==> src/rtl/chm_pkg.sv <==
package chm_pkg;

	localparam int CAPACITY = 16;
	localparam int IDX_W = $clog2(CAPACITY);
	localparam int CNT_W = $clog2(CAPACITY + 1);

	typedef logic [IDX_W-1:0] idx_t;
	typedef logic [CNT_W-1:0] cnt_t;
	typedef logic [31:0] word_t;

	typedef enum logic [1:0] {
		CMD_INSERT = 2'd0,
		CMD_REMOVE = 2'd1,
		CMD_COUNT  = 2'd2,
		CMD_NOP    = 2'd3
	} cmd_t;

	typedef enum logic [1:0] {
		ST_OK        = 2'd0,
		ST_NOT_FOUND = 2'd1,
		ST_FULL      = 2'd2,
		ST_RSVD      = 2'd3
	} status_t;

	// Read side of the slot table at one address.
	typedef struct packed {
		logic  used;
		logic  has_next;
		idx_t  link;
		word_t value;
	} rd_t;

	// Write requests into the slot table for one cycle.
	typedef struct packed {
		logic  set_en;
		idx_t  set_addr;
		word_t set_value;
		logic  lnk_en;
		idx_t  lnk_addr;
		idx_t  lnk_to;
		logic  clr_en;
		idx_t  clr_addr;
		logic  cut_en;
		idx_t  cut_addr;
	} wr_t;

	// Home slot: magnitude of the word modulo the table size.
	function automatic idx_t home_of(input word_t v);
		word_t mag;
		mag = v[31] ? (~v + 32'd1) : v;
		return idx_t'(mag % CAPACITY);
	endfunction

endpackage

==> src/rtl/chm_table.sv <==
module chm_table (
	input  logic                          clk,
	input  logic                          arst_n,
	input  chm_pkg::idx_t                 rd_addr,
	output chm_pkg::rd_t                  rd,
	output logic [chm_pkg::CAPACITY-1:0]  used,
	input  chm_pkg::wr_t                  wr,
	output chm_pkg::cnt_t                 size
);
	import chm_pkg::*;

	word_t value_mem [CAPACITY];
	idx_t  link_mem  [CAPACITY];
	logic [CAPACITY-1:0] used_q;
	logic [CAPACITY-1:0] lv_q;
	cnt_t size_q;

	always_ff @(posedge clk) begin
		if (wr.set_en) begin
			value_mem[wr.set_addr] <= wr.set_value;
		end
		if (wr.lnk_en) begin
			link_mem[wr.lnk_addr] <= wr.lnk_to;
		end
	end

	// Slot flags and the occupancy count are kept exact at every edge.
	always_ff @(posedge clk or negedge arst_n) begin
		if (!arst_n) begin
			used_q <= '0;
			lv_q   <= '0;
			size_q <= '0;
		end else begin
			if (wr.set_en) begin
				used_q[wr.set_addr] <= 1'b1;
				lv_q[wr.set_addr]   <= 1'b0;
				if (!used_q[wr.set_addr]) begin
					size_q <= size_q + cnt_t'(1);
				end
			end
			if (wr.lnk_en) begin
				lv_q[wr.lnk_addr] <= 1'b1;
			end
			if (wr.clr_en) begin
				used_q[wr.clr_addr] <= 1'b0;
				lv_q[wr.clr_addr]   <= 1'b0;
				if (used_q[wr.clr_addr]) begin
					size_q <= size_q - cnt_t'(1);
				end
			end
			if (wr.cut_en) begin
				lv_q[wr.cut_addr] <= 1'b0;
			end
		end
	end

	always_comb begin
		rd.used     = used_q[rd_addr];
		rd.has_next = lv_q[rd_addr];
		rd.link     = link_mem[rd_addr];
		rd.value    = value_mem[rd_addr];
	end

	assign used = used_q;
	assign size = size_q;

endmodule

==> src/rtl/coalesced_hash_multiset_unit.sv <==
// Coalesced-chaining multiset of 32-bit signed words in a 16-slot table.
// A command word (cmd, value) is taken at a rising edge with start high and
// busy low. Insert, remove one occurrence and count occurrences are
// supported; cmd 3 changes nothing. Every command returns exactly one result
// word: status, occurrences, stored_count and is_empty appear together with
// done high for a single cycle, and busy drops in the following cycle.
// The receiver cannot stall; it must take the result in that cycle.
// All work runs through one slot-table read port under a small sequencer
// that visits at most one slot per cycle. Count and a missed remove walk
// the chain from the home slot. Insert takes the home slot if free, else
// walks the chain and links in the lowest free slot, then scans forward
// for the next free slot. A hit on remove walks, collects and clears the
// tail of the chain and then reinserts each follower. Reset clears the
// used and link flags, the count and the lowest-free pointer at once, so
// a command may start right after reset.
module coalesced_hash_multiset_unit (
	input  logic         clk,
	input  logic         arst_n,
	input  logic         start,
	output logic         busy,
	input  logic [1:0]   cmd,
	input  logic [31:0]  value,
	output logic         done,
	output logic [1:0]   status,
	output logic [4:0]   occurrences,
	output logic [4:0]   stored_count,
	output logic         is_empty
);
	import chm_pkg::*;

	typedef enum logic [10:0] {
		S_IDLE     = 11'b00000000001,
		S_INS_HOME = 11'b00000000010,
		S_INS_WALK = 11'b00000000100,
		S_INS_ADV  = 11'b00000001000,
		S_REM_FIND = 11'b00000010000,
		S_COL_STEP = 11'b00000100000,
		S_COL_SAVE = 11'b00001000000,
		S_REM_CLR  = 11'b00010000000,
		S_REM_REIN = 11'b00100000000,
		S_CNT_WALK = 11'b01000000000,
		S_DONE     = 11'b10000000000
	} state_t;

	localparam cnt_t CAP_C = cnt_t'(CAPACITY);

	state_t  state_q;
	word_t   val_q;      // operand of the command
	word_t   ins_val_q;  // word being inserted (command or follower)
	logic    ret_q;      // insert runs on behalf of a remove
	idx_t    ptr_q;      // slot under visit
	idx_t    cur_q;      // slot of the matched word on remove
	idx_t    prev_q;
	logic    has_prev_q;
	cnt_t    steps_q;
	cnt_t    cnt_q;      // followers held in the buffer
	cnt_t    k_q;
	cnt_t    lf_q;       // lowest free slot, CAPACITY when full
	cnt_t    occ_q;
	status_t status_q;
	word_t   buf_mem [CAPACITY];

	rd_t   rd;
	wr_t   wr;
	idx_t  rd_addr;
	idx_t  ins_home;
	logic [CAPACITY-1:0] used;
	cnt_t  size;

	logic lf_ok;
	logic walk_more;
	logic match;
	logic clr_last;
	idx_t lf_idx;

	chm_table u_table (
		.clk     (clk),
		.arst_n  (arst_n),
		.rd_addr (rd_addr),
		.rd      (rd),
		.used    (used),
		.wr      (wr),
		.size    (size)
	);

	assign ins_home  = home_of(ins_val_q);
	assign lf_idx    = lf_q[IDX_W-1:0];
	assign lf_ok     = lf_q < CAP_C;
	assign walk_more = rd.has_next && (steps_q < CAP_C);
	assign match     = rd.used && (rd.value == val_q);
	assign clr_last  = !rd.has_next || (k_q == cnt_q);
	assign rd_addr   = (state_q == S_INS_HOME) ? ins_home : ptr_q;

	always_comb begin
		wr = '0;
		case (state_q)
			S_INS_HOME: begin
				if (lf_ok && !rd.used) begin
					wr.set_en    = 1'b1;
					wr.set_addr  = ins_home;
					wr.set_value = ins_val_q;
				end
			end
			S_INS_WALK: begin
				if (!walk_more) begin
					wr.set_en    = 1'b1;
					wr.set_addr  = lf_idx;
					wr.set_value = ins_val_q;
					wr.lnk_en    = 1'b1;
					wr.lnk_addr  = ptr_q;
					wr.lnk_to    = lf_idx;
				end
			end
			S_REM_CLR: begin
				wr.clr_en   = 1'b1;
				wr.clr_addr = ptr_q;
				if (clr_last && has_prev_q) begin
					wr.cut_en   = 1'b1;
					wr.cut_addr = prev_q;
				end
			end
			default: begin
			end
		endcase
	end

	always_ff @(posedge clk) begin
		if (state_q == S_COL_SAVE) begin
			buf_mem[cnt_q[IDX_W-1:0]] <= rd.value;
		end
	end

	always_ff @(posedge clk or negedge arst_n) begin
		if (!arst_n) begin
			state_q    <= S_IDLE;
			val_q      <= '0;
			ins_val_q  <= '0;
			ret_q      <= 1'b0;
			ptr_q      <= '0;
			cur_q      <= '0;
			prev_q     <= '0;
			has_prev_q <= 1'b0;
			steps_q    <= '0;
			cnt_q      <= '0;
			k_q        <= '0;
			lf_q       <= '0;
			occ_q      <= '0;
			status_q   <= ST_OK;
		end else begin
			case (state_q)
				S_IDLE: begin
					if (start) begin
						val_q      <= value;
						ins_val_q  <= value;
						ret_q      <= 1'b0;
						ptr_q      <= home_of(value);
						steps_q    <= '0;
						has_prev_q <= 1'b0;
						occ_q      <= '0;
						status_q   <= ST_OK;
						case (cmd)
							CMD_INSERT: state_q <= S_INS_HOME;
							CMD_REMOVE: state_q <= S_REM_FIND;
							CMD_COUNT:  state_q <= S_CNT_WALK;
							default:    state_q <= S_DONE;
						endcase
					end
				end
				S_INS_HOME: begin
					if (!lf_ok) begin
						if (!ret_q) begin
							status_q <= ST_FULL;
						end
						state_q <= ret_q ? S_REM_REIN : S_DONE;
					end else if (!rd.used) begin
						if (ins_home == lf_idx) begin
							lf_q    <= lf_q + cnt_t'(1);
							state_q <= S_INS_ADV;
						end else begin
							state_q <= ret_q ? S_REM_REIN : S_DONE;
						end
					end else begin
						ptr_q   <= ins_home;
						steps_q <= '0;
						state_q <= S_INS_WALK;
					end
				end
				S_INS_WALK: begin
					if (walk_more) begin
						ptr_q   <= rd.link;
						steps_q <= steps_q + cnt_t'(1);
					end else begin
						lf_q    <= lf_q + cnt_t'(1);
						state_q <= S_INS_ADV;
					end
				end
				S_INS_ADV: begin
					if (lf_ok && used[lf_idx]) begin
						lf_q <= lf_q + cnt_t'(1);
					end else begin
						state_q <= ret_q ? S_REM_REIN : S_DONE;
					end
				end
				S_REM_FIND: begin
					if (steps_q == CAP_C) begin
						status_q <= ST_NOT_FOUND;
						state_q  <= S_DONE;
					end else if (match) begin
						cur_q   <= ptr_q;
						cnt_q   <= '0;
						state_q <= S_COL_STEP;
					end else if (!rd.has_next) begin
						status_q <= ST_NOT_FOUND;
						state_q  <= S_DONE;
					end else begin
						prev_q     <= ptr_q;
						has_prev_q <= 1'b1;
						ptr_q      <= rd.link;
						steps_q    <= steps_q + cnt_t'(1);
					end
				end
				S_COL_STEP: begin
					if (rd.has_next && (cnt_q < CAP_C)) begin
						ptr_q   <= rd.link;
						state_q <= S_COL_SAVE;
					end else begin
						ptr_q   <= cur_q;
						k_q     <= '0;
						state_q <= S_REM_CLR;
					end
				end
				S_COL_SAVE: begin
					cnt_q   <= cnt_q + cnt_t'(1);
					state_q <= S_COL_STEP;
				end
				S_REM_CLR: begin
					if ({1'b0, ptr_q} < lf_q) begin
						lf_q <= cnt_t'(ptr_q);
					end
					if (clr_last) begin
						k_q     <= '0;
						state_q <= S_REM_REIN;
					end else begin
						ptr_q <= rd.link;
						k_q   <= k_q + cnt_t'(1);
					end
				end
				S_REM_REIN: begin
					if (k_q < cnt_q) begin
						ins_val_q <= buf_mem[k_q[IDX_W-1:0]];
						k_q       <= k_q + cnt_t'(1);
						ret_q     <= 1'b1;
						state_q   <= S_INS_HOME;
					end else begin
						state_q <= S_DONE;
					end
				end
				S_CNT_WALK: begin
					if (steps_q == CAP_C) begin
						state_q <= S_DONE;
					end else begin
						if (match) begin
							occ_q <= occ_q + cnt_t'(1);
						end
						if (!rd.has_next) begin
							state_q <= S_DONE;
						end else begin
							ptr_q   <= rd.link;
							steps_q <= steps_q + cnt_t'(1);
						end
					end
				end
				S_DONE: begin
					state_q <= S_IDLE;
				end
				default: begin
					state_q <= S_IDLE;
				end
			endcase
		end
	end

	assign busy         = (state_q != S_IDLE);
	assign done         = (state_q == S_DONE);
	assign status       = status_q;
	assign occurrences  = 5'(occ_q);
	assign stored_count = 5'(size);
	assign is_empty     = (size == '0);

	// The lowest-free pointer never runs past the full mark.
	a_lf_range: assert property (@(posedge clk) disable iff (!arst_n)
		lf_q <= CAP_C)
		else $error("lowest free pointer out of range");

	// The occupancy count never exceeds the table size.
	a_size_range: assert property (@(posedge clk) disable iff (!arst_n)
		size <= CAP_C)
		else $error("occupancy count out of range");

	// Every command ends with exactly one result word before busy drops.
	a_done_before_idle: assert property (@(posedge clk) disable iff (!arst_n)
		$fell(busy) |-> $past(done))
		else $error("busy dropped without a result");

	// A full status is only reported while the table is full.
	a_full_status: assert property (@(posedge clk) disable iff (!arst_n)
		(done && status == ST_FULL) |-> (lf_q == CAP_C))
		else $error("full status with a free slot");

	// Followers never exceed the table size.
	a_cnt_range: assert property (@(posedge clk) disable iff (!arst_n)
		cnt_q <= CAP_C)
		else $error("follower count out of range");

endmodule
==> config.mk <==
export PLATFORM = sky130hd
export DESIGN_NAME = coalesced_hash_multiset_unit
export DESIGN_NICKNAME = d
export VERILOG_FILES = /design/src/rtl/chm_pkg.sv /design/src/rtl/chm_table.sv /design/src/rtl/coalesced_hash_multiset_unit.sv
export SDC_FILE = /design/constraint.sdc
export NUM_CORES = 2
export LEC_CHECK = 0
export BUFFER_PORTS_ARGS = -buffer_cell sky130_fd_sc_hd__buf_2
export CAP_MARGIN = 5
export CORE_MARGIN = 2
export CORE_UTILIZATION = 30
export CTS_BUF_LIST = sky130_fd_sc_hd__clkbuf_4
export CTS_CLUSTER_SIZE = 40
export DETAILED_ROUTE_END_ITERATION = 10
export GPL_TIMING_DRIVEN = 0
export PLACE_DENSITY_LB_ADDON = 0.15
export SKIP_CTS_REPAIR_TIMING = 1
export SYNTH_ARGS = -nofsm -noshare
export SYNTH_HDL_FRONTEND = slang
export SYNTH_SLANG_ARGS = --single-unit
==> constraint.sdc <==
create_clock -name clk -period 6.7 [get_ports clk]
set_input_delay 1.005 -clock clk [delete_from_list [all_inputs] [get_ports clk]]
set_output_delay 1.005 -clock clk [all_outputs]
set_load 0.01 [all_outputs]
## Yosys cells after proc, flatten, opt, wreduce, memory -nomap -nowiden

Memory sizes are Yosys's and may differ from the RTL's.
Cells that the tools add are included.

- Equality and inequality tests: 42
- Add/subtract/negate cells: 9
- Mux-type cells: 113
- Reduce and logical (&&, ||, !) cells: 37
- Bitwise operators: 13
- $lt $le $gt $ge: 15

Operators with widths:

| kind | number |
|---|---|
| two-way mux 11 bit | 13 |
| two-way mux 5 bit | 26 |
| case mux 11 bit (10 select lines) | 1 |
| two-way mux 16 bit | 6 |
| case mux 37 bit (2 select lines) | 1 |
| AND 16 bit | 4 |
| two-way mux 32 bit | 2 |
| case mux 32 bit (2 select lines) | 1 |
| two-way mux 4 bit | 13 |
| NOT 16 bit | 3 |
| two-way mux 46 bit | 1 |
| inequality test 2 bit (second input constant) | 21 |
| two-way mux 37 bit | 1 |
| case mux 11 bit (3 select lines) | 1 |
| equality test 32 bit | 1 |
| bitwise OR 16 bit | 2 |
| adder 5 x 1 -> 5 bit (second input constant) | 6 |
| less-than comparator 4 x 5 -> 1 bit (second input constant) | 6 |
| case mux 4 bit (7 select lines) | 1 |
| case mux 5 bit (5 select lines) | 1 |
| binary-select mux 1 bit (select 4 bit) | 5 |
| two-way mux 1 bit | 20 |
| case mux 5 bit (2 select lines) | 2 |
| case mux 5 bit (4 select lines) | 1 |
| other kinds (53) | 90 |

- Memories kept: 3
- Flip-flop bits (word level): 153
- Input port bits: 37
- Output and inout bits: 15
- RAM bits: 1088

Memories:

| memory | words | bits a word | read ports | clocked after memory_dff | write ports | RTL line | RTL |
|---|---|---|---|---|---|---|---|
| buf_mem | 16 | 32 | 1 | 0 | 1 | coalesced_hash_multiset_unit.sv:61 | `word_t buf_mem [CAPACITY];` |
| u_table.value_mem | 16 | 32 | 1 | 0 | 1 | chm_table.sv:12 | `word_t value_mem [CAPACITY];` |
| u_table.link_mem | 16 | 4 | 1 | 0 | 1 | chm_table.sv:13 | `idx_t link_mem [CAPACITY];` |

## Depth between registers and ports, before layout

- Depth in word-level cells: 23
- Gate-level depth with buffers: 21

## By module

From an unflattened synthesis, not the netlist that was laid out.

- Cells, all modules: 2568
- Area total of the unflattened synthesis: 50250.7 um^2

Modules (own cells, without submodules):

| module | seq. area each (um^2) | times used | area an instance (um^2) | cells an instance |
|---|---|---|---|---|
| coalesced_hash_multiset_unit | 18278.8 | 1 | 26256.4 | 1499 |
| chm_table | 18222.5 | 1 | 23994.3 | 1069 |

## Worst setup path after synthesis

No wires, ideal clock.

- Kind: flip-flop to flip-flop
- Start: reg ins_val_q[0]
- End: reg u_table.lv_q[14]
- Period minus slack after synthesis: 6.606 ns
- Setup time: 0.150 ns
- Cell stages (with the launch flop): 17
- Buffers on the path: 1
- Arrival: 6.456 ns
- Slack: 0.094 ns
- Path through: dfrtp_1 > clkbuf_1 > inv_1 > ha_1 > nand2b_1 > xnor2_1 > a21oi_1 > o211ai_1 > nand3b_1 > a311oi_1 > a32o_1 > o21a_1 > inv_1 > nor3_1 > inv_1 > a21oi_1 > a221oi_1

- Longest elaborated chain between the ends: 23
- Elaborated cells between the ends (all ways): 45

Ends and longest elaborated chain:

| what | RTL line | RTL |
|---|---|---|
| from (decl) | coalesced_hash_multiset_unit.sv:49 | `word_t ins_val_q;` |
| from (signal assigned) | coalesced_hash_multiset_unit.sv:154 | `ins_val_q <= value;` |
| from (signal assigned) | coalesced_hash_multiset_unit.sv:250 | `ins_val_q <= buf_mem[k_q[IDX_W-1:0]];` |
| NOT 4 bit | chm_pkg.sv:50 | `mag = v[31] ? (~v + 32'd1) : v;` |
| adder 4 x 1 -> 4 bit | chm_pkg.sv:50 |  |
| two-way mux 4 bit * | chm_pkg.sv:50 |  |
| two-way mux 4 bit | coalesced_hash_multiset_unit.sv:92 | `assign rd_addr = (state_q == S_INS_HOME) ? ins_home : ptr_q;` |
| binary-select mux 1 bit (select 4 bit) | chm_table.sv:58 | `rd.used = used_q[rd_addr];` |
| two-way mux 1 bit (implied by the code) | chm_table.sv:58 |  |
| zero test 1 bit | - |  |
| logical AND 1 bit | coalesced_hash_multiset_unit.sv:98 | `if (lf_ok && !rd.used) begin` |
| [7 not listed] | - |  |
| AND 16 bit (no source line) | - |  |
| two-way mux 16 bit | chm_table.sv:34 | `if (wr.set_en) begin` |
| bitwise OR 16 bit (no source line) | - |  |
| two-way mux 16 bit | chm_table.sv:41 | `if (wr.lnk_en) begin` |
| AND 16 bit (no source line) | - |  |
| two-way mux 16 bit | chm_table.sv:44 | `if (wr.clr_en) begin` |
| AND 16 bit (no source line) | - |  |
| two-way mux 16 bit * | chm_table.sv:51 | `if (wr.cut_en) begin` |
| to (signal, indexed assignment) | chm_table.sv:42 | `lv_q[wr.lnk_addr] <= 1'b1;` |
| to (signal, indexed assignment) | chm_table.sv:46 | `lv_q[wr.clr_addr] <= 1'b0;` |
| to (signal, indexed assignment) | chm_table.sv:52 | `lv_q[wr.cut_addr] <= 1'b0;` |
| to (decl) | chm_table.sv:15 | `logic [CAPACITY-1:0] lv_q;` |

Mark *: on every way between the ends. The rest lies on a longest branch, timed or not. The select of a mux whose other input is x is not followed.
A chain may end at the register's enable or synchronous reset.

## Worst setup path in the final report

- Start: reg ins_val_q[0]
- End: reg ptr_q[3]

- Longest elaborated chain between the ends: 10
- Elaborated cells between the ends (all ways): 31

Ends and longest elaborated chain:

| what | RTL line | RTL |
|---|---|---|
| NOT 4 bit | chm_pkg.sv:50 |  |
| adder 4 x 1 -> 4 bit | chm_pkg.sv:50 |  |
| two-way mux 4 bit * | chm_pkg.sv:50 |  |
| branches (longest 7 deep; another with memory (16 x 32 bit)) | - |  |
| to (signal assigned) | coalesced_hash_multiset_unit.sv:156 | `ptr_q <= home_of(value);` |
| to (signal assigned) | coalesced_hash_multiset_unit.sv:218 | `ptr_q <= rd.link;` |
| to (signal assigned) | coalesced_hash_multiset_unit.sv:268 | `ptr_q <= rd.link;` |
| to (decl) | coalesced_hash_multiset_unit.sv:51 | `idx_t ptr_q;` |

Mark *: on every way between the ends. The select of a mux whose other input is x is not followed.

==> qor.yml <==
die:
  rows: 152
  die_w_microns: 420
  io_pins: 52
  dieArea_sq_um: 177000
  dieHeight_microns: 420
  initial_core_util_pct: 30.2
  core_sq_um: 172000
timing:
  setup_viol: 0
  fin_crit_sh_pct: 98.1
  fin_crit_ns: 6.57
  rsz0062_at_grt: "false"
  worst_hold_slack_ns: 0.0631
  slew_headroom_pct: 11.5
  finClkSkew_ns: 0.109
  finalHoldViolCount: 0
  finalMaxSlewViolations: 0
  clock.fmax_mhz: 152
  tightest_slew_ns: 1.33
yosys:
  ys_ff_latch: 1241
  synth-compound-area-share_pct: 7.03
  synthAdderAreaFrac_pct: 0.530
  synthXorXnorAreaFrac_pct: 1.05
  synthSimpleGateAreaFrac_pct: 6.68
  synth_cell_types: 90
  synth_top_flop_cell: "edfxtp_1"
  ys_seq_area_share_pct: 70.3
  syn_nets: 3267
  async_flop_share_pct: 12.3
  synth_top_family_by_area: "multiplexers"
  syn_area_sq_um: 52000
  synth_edf_count: 1088
  yosys_warnings: 0
  synthMuxAreaShare_pct: 12.4
  synthCells: 3208
  synth_area_per_cell_sq_um: 16.2
critical_path:
  reg2reg_from: "ins_val_q[0]$_DFFE_PN0P_"
  end_kind: "register"
  critPathArrivalTime_ns: 7.72
  r2r_setup_slack_ns: 0.13
  startpoint: "ins_val_q[0]$_DFFE_PN0P_"
  critPathKind: "reg2reg"
  rr_worst_depth: 17
  startpoint_type: "register"
  worstSetupEndpoint: "ptr_q[3]$_DFFE_PN0P_"
  worst-path-max-fanout: 10
  crit_required_ns: 7.84
  r2r_end: "ptr_q[3]$_DFFE_PN0P_"
flow_run:
  drv_cap: 0
routing:
  drc: 0
  dr.pass1.iters: 7
  wirelength_microns: 183000
  post_drt_via_cell_ratio: 5.20
  wl_per_cell_microns: 29.1
  ant_nets: 0
  drt_iter0_markers: 3367
  vias: 32700
clock_network:
  cts_buffer_depth: 4
  htreeDepth: 5
  tritoncts: "yes"
  cts-root-buf: "clkbuf_4"
  clock_latency_ns: 1.33
  cts-buffers-inserted: 355
  cts.sinks: 1241
  path_clk_slew_ns: 0.07
final_layout:
  postLayoutCellArea_sq_um: 61600
  fill_cells: 16700
  multi_input_area_sq_um: 14900
  drive_above_1_share_pct: 28.0
  area_delta_synth_final_pct: 18.5
  nNetsFinal: 3803
  seq_area_sq_um: 36500
pwr:
  power_density_nw_per_um2: 420
  finalPower_mw: 25.9
  ir_drop_mv: 0.203
  power_leakage_nw: 22.0
placed_design:
  place_area_sq_um: 56800
  routabilityCongestion: 0.853
  place.detailed.hpwl_microns: 126000
  port_buffers: 51
global_route:
  grt_max_degree: 101
  grt_first_pass_wirelength_microns: 254000
  grt.overflow.total: 0
  grt_pass1_vias: 32700
  grt_antenna_before_repair: 6
  track_usage_pct: 20.6
min_path:
  hold_class: "in2reg"
run_status:
  status: "completed"
[placed cells by master, fill, tap and decap left out, types with 22 or more instances in the layout]
cell              n
xor2_1           34
ha_1             22
buf_2            92
and2_1           39
buf_6            44
dlygate4sd3_1    27
clkinv_1         44
inv_1            63
edfxtp_1       1088
clkbuf_1         71
nor2_1          103
a221oi_1         36
clkbuf_4        528
nand2_1         373
a21oi_1         101
nor3_1           42
mux4_2          214
xnor2_1          25
o211a_1          28
a32oi_1          28
a211oi_1         67
nor2_4           22
nand3_1          45
dfrtp_1         151
buf_1            27
mux2i_1         141
o21ai_0          67
clkbuf_2         24
buf_12           26
buf_4            22
[worst min path at each step]
stage / end / slack, ns / cells after the start / start
global placement: ins_val_q[10]$_DFFE_PN0P_ / 0.45 / 2 / ins_val_q[10]$_DFFE_PN0P_
floorplan: ins_val_q[10]$_DFFE_PN0P_ / 0.44 / 2 / ins_val_q[10]$_DFFE_PN0P_
finish: state_q[4]$_DFFE_PN0P_ / 0.06 / 3 / cmd[0]
detailed placement: ins_val_q[7]$_DFFE_PN0P_ / 0.46 / 2 / ins_val_q[7]$_DFFE_PN0P_
global route: val_q[10]$_DFFE_PN0P_ / -0.008 / 3 / value[10]
CTS: u_table.used[12]$_DFF_PN0_ / -0.52 / 1 / arst_n
[cell families after synthesis]
| group | Yosys count |
|---|---|
| flip-flops | 1241 |
| AO/OA/AOI/OAI | 506 |
| multiplexers | 376 |
| XOR/XNOR | 62 |
| adder cells (fa/ha/maj) | 22 |
| buffers and inverters | 248 |
| AND/OR/NAND/NOR | 753 |
[per-stage QoR]
step / std cells / setup TNS [ns] / worst slack [ns] / utilization [%]
2_1_floorplan: 3208 / 0 / 0.0935 / -
3_3_place_gp: 5569 / -3012.94 / -7.76 / 32.1
3_5_place_dp: 5663 / -374.00 / -1.61 / 33.0
4_1_cts: 6239 / -338.98 / -1.62 / 35.5
5_1_grt: 6277 / 0 / 0.0167 / 35.8
6_report: 6280 / 0 / 0.126 / 35.8
[cells in the mapped netlist (7+ instances only)]
cell | instances | share of area, %
xor2_1 | 35 | 0.59
o211ai_1 | 17 | 0.25
xnor2_1 | 27 | 0.46
a2111oi_0 | 11 | 0.19
or3_1 | 11 | 0.13
a32o_1 | 12 | 0.23
nor3_1 | 51 | 0.49
nand3_1 | 45 | 0.43
nand4_1 | 19 | 0.23
o31ai_1 | 9 | 0.13
dfrtp_1 | 152 | 7.3
inv_1 | 66 | 0.48
buf_2 | 42 | 0.40
nand2_1 | 378 | 2.7
nand2b_1 | 15 | 0.18
clkbuf_1 | 91 | 0.66
and2_1 | 39 | 0.47
ha_1 | 22 | 0.53
mux4_2 | 214 | 9.3
o211a_1 | 28 | 0.54
a32oi_1 | 28 | 0.47
a31oi_1 | 21 | 0.25
nor2_1 | 125 | 0.90
o2111ai_1 | 8 | 0.13
and3_1 | 12 | 0.14
a21oi_1 | 107 | 1.0
nor4_1 | 7 | 0.084
edfxtp_1 | 1088 | 63
o21ai_0 | 76 | 0.73
mux2_2 | 13 | 0.28
a22oi_1 | 14 | 0.20
a221oi_1 | 36 | 0.61
buf_4 | 8 | 0.12
mux2i_1 | 147 | 2.8
buf_1 | 35 | 0.25
a211oi_1 | 67 | 0.97
a211o_1 | 8 | 0.13
[state kept, by name, summed over array words and instances (netlist names), 11 cells and up]
name	cells
val_q	32
u_table.link_mem	64
u_table.used	16
state_q	11
u_table.value_mem	512
buf_mem	512
ins_val_q	32
u_table.lv_q	16
[power by group]
group / internal [mW] / switching (mW) / leakage, nW
Sequential: 9.82 / 0.350 / 12.7
Combinational: 2.32 / 6.56 / 6.70
Clock: 3.60 / 3.22 / 2.53
Total: 15.7 / 10.1 / 22.0
[area by class of cell]
type | instances | share of cell area [%]
Sequential cell | 1241 | 59.3
Tap cell | 2310 | 4.69
Antenna cell | 7 | 0.0284
Buffer | 179 | 1.37
Multi-Input combinational cell | 1719 | 24.2
Clock inverter | 52 | 0.408
Timing Repair Buffer | 182 | 3.29
Clock buffer | 524 | 6.39
Inverter | 66 | 0.402
[layer usage]
metal | vias up | wire length, microns | GRT usage [%]
li1 | 14000 | - | -
met1 | 17200 | 79500 | 27.7
met2 | 1172 | 88900 | 33.8
met3 | 283 | 9930 | 3.47
met4 | 0 | 4420 | 6.39
met5 | - | 0 | 0
[worst max-delay path: stages (launching register included)]
cell	delay, ns
dfrtp_2	0.55
inv_1	0.21
ha_1	0.26
nand2b_1	0.27
xor2_2	0.29
a21oi_4	0.43
buf_2	0.37
buf_1	0.72
clkbuf_2	0.54
nor3_1	0.11
o311ai_0	0.75
nor4_2	0.24
nand4_1	0.20
nor4_4	0.05
buf_4	0.16
o21ai_1	0.51
o2111ai_2	0.39
mux2_2	0.36
Power figures use the tool's default switching activity.
